[src/rtl/core/u2u8_pkg.sv]
// Package of shared types and constants for the UTF-32 to UTF-8 packer.
`default_nettype none
package u2u8_pkg;

	// Number of code point lanes in one request.
	localparam int Lanes = 4;
	// Largest packed result in bytes.
	localparam int MaxBytes = 16;

	localparam int CpW = 21;
	localparam int LenW = 3;
	localparam int OffW = 4;
	localparam int CountW = 5;
	localparam int UsedW = 3;

	// High bits of a code point in the surrogate range, 0xD800 >> 11.
	localparam logic [CpW-12:0] SurrHigh = 10'h01B;

	// Lead and continuation byte marks.
	localparam logic [2:0] Lead2 = 3'b110;
	localparam logic [3:0] Lead3 = 4'b1110;
	localparam logic [4:0] Lead4 = 5'b11110;
	localparam logic [1:0] Cont = 2'b10;

	// One encoded lane: its byte count, its bytes with the first one lowest,
	// and whether it held a surrogate.
	typedef struct packed {
		logic [LenW-1:0] len;
		logic [31:0]     bytes;
		logic            surr;
	} lane_enc_t;

endpackage
`default_nettype wire

[src/rtl/core/u2u8_lane_enc.sv]
// Encoder of one code point into one to four UTF-8 bytes.
`default_nettype none
module u2u8_lane_enc (
	input  wire logic [u2u8_pkg::CpW-1:0] cp,
	output u2u8_pkg::lane_enc_t           enc
);

	always_comb begin
		enc.surr = (cp[u2u8_pkg::CpW-1:11] == u2u8_pkg::SurrHigh);
		if (cp[u2u8_pkg::CpW-1:7] == '0) begin
			enc.len   = 3'd1;
			enc.bytes = {24'h0, 1'b0, cp[6:0]};
		end else if (cp[u2u8_pkg::CpW-1:11] == '0) begin
			enc.len   = 3'd2;
			enc.bytes = {16'h0, u2u8_pkg::Cont, cp[5:0], u2u8_pkg::Lead2, cp[10:6]};
		end else if (cp[u2u8_pkg::CpW-1:16] == '0) begin
			enc.len   = 3'd3;
			enc.bytes = {8'h0, u2u8_pkg::Cont, cp[5:0], u2u8_pkg::Cont, cp[11:6],
				u2u8_pkg::Lead3, cp[15:12]};
		end else begin
			enc.len   = 3'd4;
			enc.bytes = {u2u8_pkg::Cont, cp[5:0], u2u8_pkg::Cont, cp[11:6],
				u2u8_pkg::Cont, cp[17:12], u2u8_pkg::Lead4, cp[20:18]};
		end
	end

endmodule
`default_nettype wire

[src/rtl/core/utf32_to_utf8_packer.sv]
// Top level of the UTF-32 to UTF-8 packer: a three-stage encode and pack pipeline.
`default_nettype none
// How the block is used.
// A request carries four code point lanes and a count of used lanes. It is
// taken at a rising clock edge at which start is high and busy is low; busy
// is always low, so a new request may be given in every cycle.
// Each request yields exactly one result, shown on bytes_low, bytes_high,
// byte_count and error for one clock cycle while done is high. The bytes of
// the used lanes are packed in lane order, the first byte in bits 7 to 0 of
// bytes_low; positions at or above byte_count read as zero. A surrogate in a
// used lane gives error high with no bytes and a zero count.
// The three register stages are lane encoding, byte offset prefix sum, and
// the shift and merge of the lanes; each takes a new request in every cycle
// and nothing stalls, so throughput is one request per cycle.
// Reset clears the valid bits of all stages, so no result appears after it.
// The receiver cannot stall; results are never held back or repeated.
module utf32_to_utf8_packer (
	input  wire logic                          clk,
	input  wire logic                          arst_n,
	input  wire logic                          start,
	output logic                               busy,
	input  wire logic [u2u8_pkg::CpW-1:0]      code_point_0,
	input  wire logic [u2u8_pkg::CpW-1:0]      code_point_1,
	input  wire logic [u2u8_pkg::CpW-1:0]      code_point_2,
	input  wire logic [u2u8_pkg::CpW-1:0]      code_point_3,
	input  wire logic [u2u8_pkg::UsedW-1:0]    lanes_used,
	output logic                               done,
	output logic [63:0]                        bytes_low,
	output logic [63:0]                        bytes_high,
	output logic [u2u8_pkg::CountW-1:0]        byte_count,
	output logic                               error
);

	localparam int L = u2u8_pkg::Lanes;

	// The pipeline never stalls, so a request is always taken.
	assign busy = 1'b0;

	logic [u2u8_pkg::CpW-1:0] cp_in [L];
	assign cp_in[0] = code_point_0;
	assign cp_in[1] = code_point_1;
	assign cp_in[2] = code_point_2;
	assign cp_in[3] = code_point_3;

	// Stage one: encode every lane and blank the lanes beyond the used count.
	// A count above the lane number is saturated to it.
	logic [u2u8_pkg::UsedW-1:0] used_sat;
	assign used_sat = (lanes_used > u2u8_pkg::UsedW'(L)) ? u2u8_pkg::UsedW'(L) : lanes_used;

	u2u8_pkg::lane_enc_t enc_c [L];
	u2u8_pkg::lane_enc_t enc_s1 [L];
	logic valid_s1;

	for (genvar g = 0; g < L; g++) begin : g_lane
		u2u8_lane_enc u_enc (
			.cp  (cp_in[g]),
			.enc (enc_c[g])
		);
	end

	always_ff @(posedge clk) begin
		for (int i = 0; i < L; i++) begin
			if (u2u8_pkg::UsedW'(i) < used_sat) begin
				enc_s1[i] <= enc_c[i];
			end else begin
				enc_s1[i] <= '0;
			end
		end
	end

	// Stage two: the byte offset of each lane is the sum of the lengths before
	// it; the surrogate flags are gathered into one error bit.
	logic [u2u8_pkg::CountW-1:0] off_c [L+1];
	logic                        err_c;
	logic [u2u8_pkg::OffW-1:0]   off_s2 [L];
	logic [31:0]                 bytes_s2 [L];
	logic [u2u8_pkg::CountW-1:0] count_s2;
	logic                        err_s2;
	logic                        valid_s2;

	always_comb begin
		off_c[0] = '0;
		err_c    = 1'b0;
		for (int i = 0; i < L; i++) begin
			off_c[i+1] = off_c[i] + u2u8_pkg::CountW'(enc_s1[i].len);
			err_c      = err_c | enc_s1[i].surr;
		end
	end

	always_ff @(posedge clk) begin
		for (int i = 0; i < L; i++) begin
			off_s2[i]   <= off_c[i][u2u8_pkg::OffW-1:0];
			bytes_s2[i] <= enc_s1[i].bytes;
		end
		count_s2 <= off_c[L];
		err_s2   <= err_c;
	end

	// Stage three: shift each lane to its byte offset and merge. An error
	// result carries no bytes and a zero count.
	logic [8*u2u8_pkg::MaxBytes-1:0] merged_c;
	logic [8*u2u8_pkg::MaxBytes-1:0] merged_s3;
	logic [u2u8_pkg::CountW-1:0]     count_s3;
	logic                            err_s3;
	logic                            valid_s3;

	always_comb begin
		merged_c = '0;
		for (int i = 0; i < L; i++) begin
			merged_c = merged_c |
				((8*u2u8_pkg::MaxBytes)'(bytes_s2[i]) << {off_s2[i], 3'b000});
		end
	end

	always_ff @(posedge clk) begin
		merged_s3 <= err_s2 ? '0 : merged_c;
		count_s3  <= err_s2 ? '0 : count_s2;
		err_s3    <= err_s2;
	end

	// Valid bits travel with the data through the three stages.
	always_ff @(posedge clk or negedge arst_n) begin
		if (!arst_n) begin
			valid_s1 <= 1'b0;
			valid_s2 <= 1'b0;
			valid_s3 <= 1'b0;
		end else begin
			valid_s1 <= start & ~busy;
			valid_s2 <= valid_s1;
			valid_s3 <= valid_s2;
		end
	end

	assign done       = valid_s3;
	assign bytes_low  = merged_s3[63:0];
	assign bytes_high = merged_s3[127:64];
	assign byte_count = count_s3;
	assign error      = err_s3;

endmodule
`default_nettype wire

[config.mk]
export PLATFORM = sky130hd
export DESIGN_NAME = utf32_to_utf8_packer
export DESIGN_NICKNAME = d
export VERILOG_FILES = /design/src/rtl/core/u2u8_pkg.sv /design/src/rtl/core/u2u8_lane_enc.sv /design/src/rtl/core/utf32_to_utf8_packer.sv
export SDC_FILE = /design/constraint.sdc
export NUM_CORES = 1
export LEC_CHECK = 0
export ABC_AREA = 1
export BUFFER_PORTS_ARGS = -buffer_cell sky130_fd_sc_hd__buf_2
export CAP_MARGIN = 25
export CORE_MARGIN = 2
export CORE_UTILIZATION = 32
export DETAILED_ROUTE_END_ITERATION = 7
export PLACE_DENSITY = 0.57
export SKIP_CTS_REPAIR_TIMING = 1
export SYNTH_ARGS = -nofsm -noshare
export SYNTH_HDL_FRONTEND = slang
export SYNTH_SLANG_ARGS = --single-unit
[constraint.sdc]
create_clock -name clk -period 2.8 [get_ports clk]
set_input_delay 0.56 -clock clk [delete_from_list [all_inputs] [get_ports clk]]
set_output_delay 0.56 -clock clk [all_outputs]
set_load 0.05 [all_outputs]
==> flow_summary.ini <==
[grt]
grt_max_degree = 71
antenna_found_initial = 2
globalRouteOverflowTotal = 0
grt_util_all_layers = 0.2505
grt_pass1_vias = 16470
grt_pass1_wl_um = 104900

[floorplan]
core_area_um2 = 53600
fp.dieW_um = 236.4
die-height_um = 236.4
fp.dieArea_um2 = 55890
rows = 85
ioPinCount = 226
initial_core_util = 0.3225

[clocking]
cts_tree = done
root_buffer = clkbuf_16
cts_htree_levels = 2
cts.path.max_buffers = 3
clk_latency_ps = 590
cts.clk_slew.worst_paths_ps = 60
numCtsBuffers = 41
clock_sinks = 389

[route]
wl_per_cell_um = 21.40
routed_via_density = 5.197
drt_wl_total_um = 71500
dr.pass1.iters = 5
drc = 0
ant_nets = 0
drt_iter0_markers = 1675
vias = 17360

[power_and_ir_drop]
peakVddDrop_mv = 0.3998
internal_power_mw = 10.41
p_leak_nw = 10.05
finalPower_mw = 15.63
power_frac_seq = 0.404
comb_power_share = 0.219
clock_power_share = 0.377
power.density_nw_per_um2 = 764.5
switching_power_mw = 5.215
switching_share = 0.3337

[sta]
rsz0062_at_grt = no
relSlewSlack = 0.3853
layout_min_cycle_time_ps = 2541
max_freq_ghz = 0.3936
finClkSkew_ps = 35.02
period_share = 0.9074
setup-tns-final_ps = 0
drv_slew = 0
finalHoldViolCount = 0
worstMarginPinSlew_ps = 922.0
setup_viol_count_final = 0

[finish]
area_delta_synth_final_pct = 18.27
instances_no_fill = 3341
final_nets = 2715
final_layout_size_suffix_gt1_frac = 0.1539
antenna_cells = 0

[setup_path]
cp_data_required_time_ps = 3240
crit_type = reg -> reg
rrSetupSlack_ps = 260
arrival_ps = 2980
critPathCaptureType = flop
cp-start-kind = flop
critPathMaxFanout = 4

[place]
io_buffers = 224
globalplace.congestion = 0.9885
hpwl_um = 55710
placed_cells = 3265

[logic_synthesis]
synth_edf_count = 0
synth.distinct_cells = 47
syn_area_um2 = 17290
synth_common_cells = nand2_1, nand3_1, dfxtp_1
synth.most_common_cell = nand2_1
syn_nets = 2546
yosysWarnings = 0
yosys-top-cells-area = dfxtp_1, nand2_1, nand3_1
synth_top_area_frac = 0.4471
async_reset_ff_frac = 0.007712
synth_top_area_cell = dfxtp_1
ys.flop_type = dfxtp_1
ys_ff_latch = 389
ys_seq_area_frac = 0.4514
synth_cells = 2444
syn_area_per_cell_um2 = 7.073

[status]
status = complete, no violations

[hold_path]
hold_path.class = in -> reg

[flow_run]
drv_cap = 0
## registers in the layout, indices dropped and copies added, names as in the netlist
register / count
error: 1
off_s2: 10
done: 1
enc_s1: 124
bytes_s2: 112
err_s2: 1
count_s2: 5
valid_s1: 1
byte_count: 5
merged_s3: 128
valid_s2: 1
## placed cells by master (no fill, tap or decap), drive strengths merged
cell | netlist | final
a21oi | 122 | 122
a22oi | 2 | 2
a31oi | 13 | 13
and3 | 3 | 3
buf | 111 | 265
bufinv | 0 | 6
clkbuf | 29 | 55
clkinv | 3 | 7
clkinvlp | 0 | 2
conb | 1 | 1
dfrtp | 3 | 3
dfxtp | 386 | 386
dlygate4sd3 | 0 | 1
fa | 3 | 3
ha | 9 | 9
inv | 259 | 267
nand2 | 698 | 698
nand3 | 431 | 431
nand3b | 8 | 8
nand4 | 76 | 76
nor2 | 166 | 166
nor3 | 26 | 26
nor4 | 4 | 4
o211ai | 7 | 7
o21a | 5 | 5
o21ai | 65 | 65
o21bai | 3 | 3
o221ai | 1 | 1
o22ai | 2 | 2
o31ai | 3 | 3
or4 | 1 | 1
xnor2 | 3 | 3
xor2 | 1 | 1
## per-stage QoR
step | util | setup WS [ps] | instance area, µm² | hold slack, ps
floorplan | - | 502.9 | 17290 | 264.4
global placement | 0.3533 | 350.4 | 18940 | 310.8
detailed placement | 0.3533 | 302.4 | 18940 | 312.1
CTS | 0.3812 | 261.8 | 20430 | -240.1
global route | 0.3814 | 88.28 | 20440 | 89.97
finish | 0.3814 | 259.1 | 20440 | 105.8
## worst max-delay path, cell delays in order, from the launching register on
cell     delay, ps
dfxtp_1        340
ha_1           170
inv_1           70
fa_1           390
xnor2_1        230
ha_1           310
xnor2_1        220
ha_1           310
a21oi_1        160
nand2_1         80
xor2_1         160
## power by group through the flow
| stage | Combinational, mW | Clock, mW | Sequential, mW |
|---|---|---|---|
| floorplan | 1.31 | 0 | 7.29 |
| global placement | 3.39 | 0 | 6.43 |
| detailed placement | 3.38 | 0 | 6.44 |
| CTS | 3.39 | 6.01 | 6.32 |
| global route | 3.62 | 6.21 | 6.35 |
| finish | 3.43 | 5.89 | 6.31 |
## per-layer routing
layer	track usage	routed length, µm
met2	0.3870	31650
met4	0.1423	4155
met5	0	23
met1	0.3270	30050
met3	0.04798	5624
## layout make-up
type / count / area (µm²)
sequential: 389 / 7809
clock inverter: 20 / 295.3
clock buffer: 55 / 1201
timing repair buffer: 266 / 1514
fill: 5699 / 33160
tap: 696 / 870.8
inverter: 262 / 983.4
multi-input combinational: 1653 / 7770
## cells by family after synthesis
| family | Yosys count | synth area share |
|---|---|---|
| compound gates | 223 | 0.07050 |
| xor+xnor | 4 | 0.002027 |
| fa+ha+maj | 12 | 0.009989 |
| buf+inv | 402 | 0.09909 |
| flops | 389 | 0.4514 |
| other cells | 1 | 0.0002169 |
| simple gates | 1413 | 0.3668 |
## final timing paths
path                             endpoint          start  cells past startpoint
setup reg to reg              count_s2[3]  enc_s1[0][33]                     10
min in group asynchronous        valid_s2         arst_n                      2
max in group asynchronous            done         arst_n                      2
setup / recovery              count_s2[3]  enc_s1[0][33]                     10
hold reg to reg            bytes_s2[0][9]  enc_s1[0][10]                      0
hold / removal                   valid_s1          start                      1
Power figures use the tool's default switching activity.
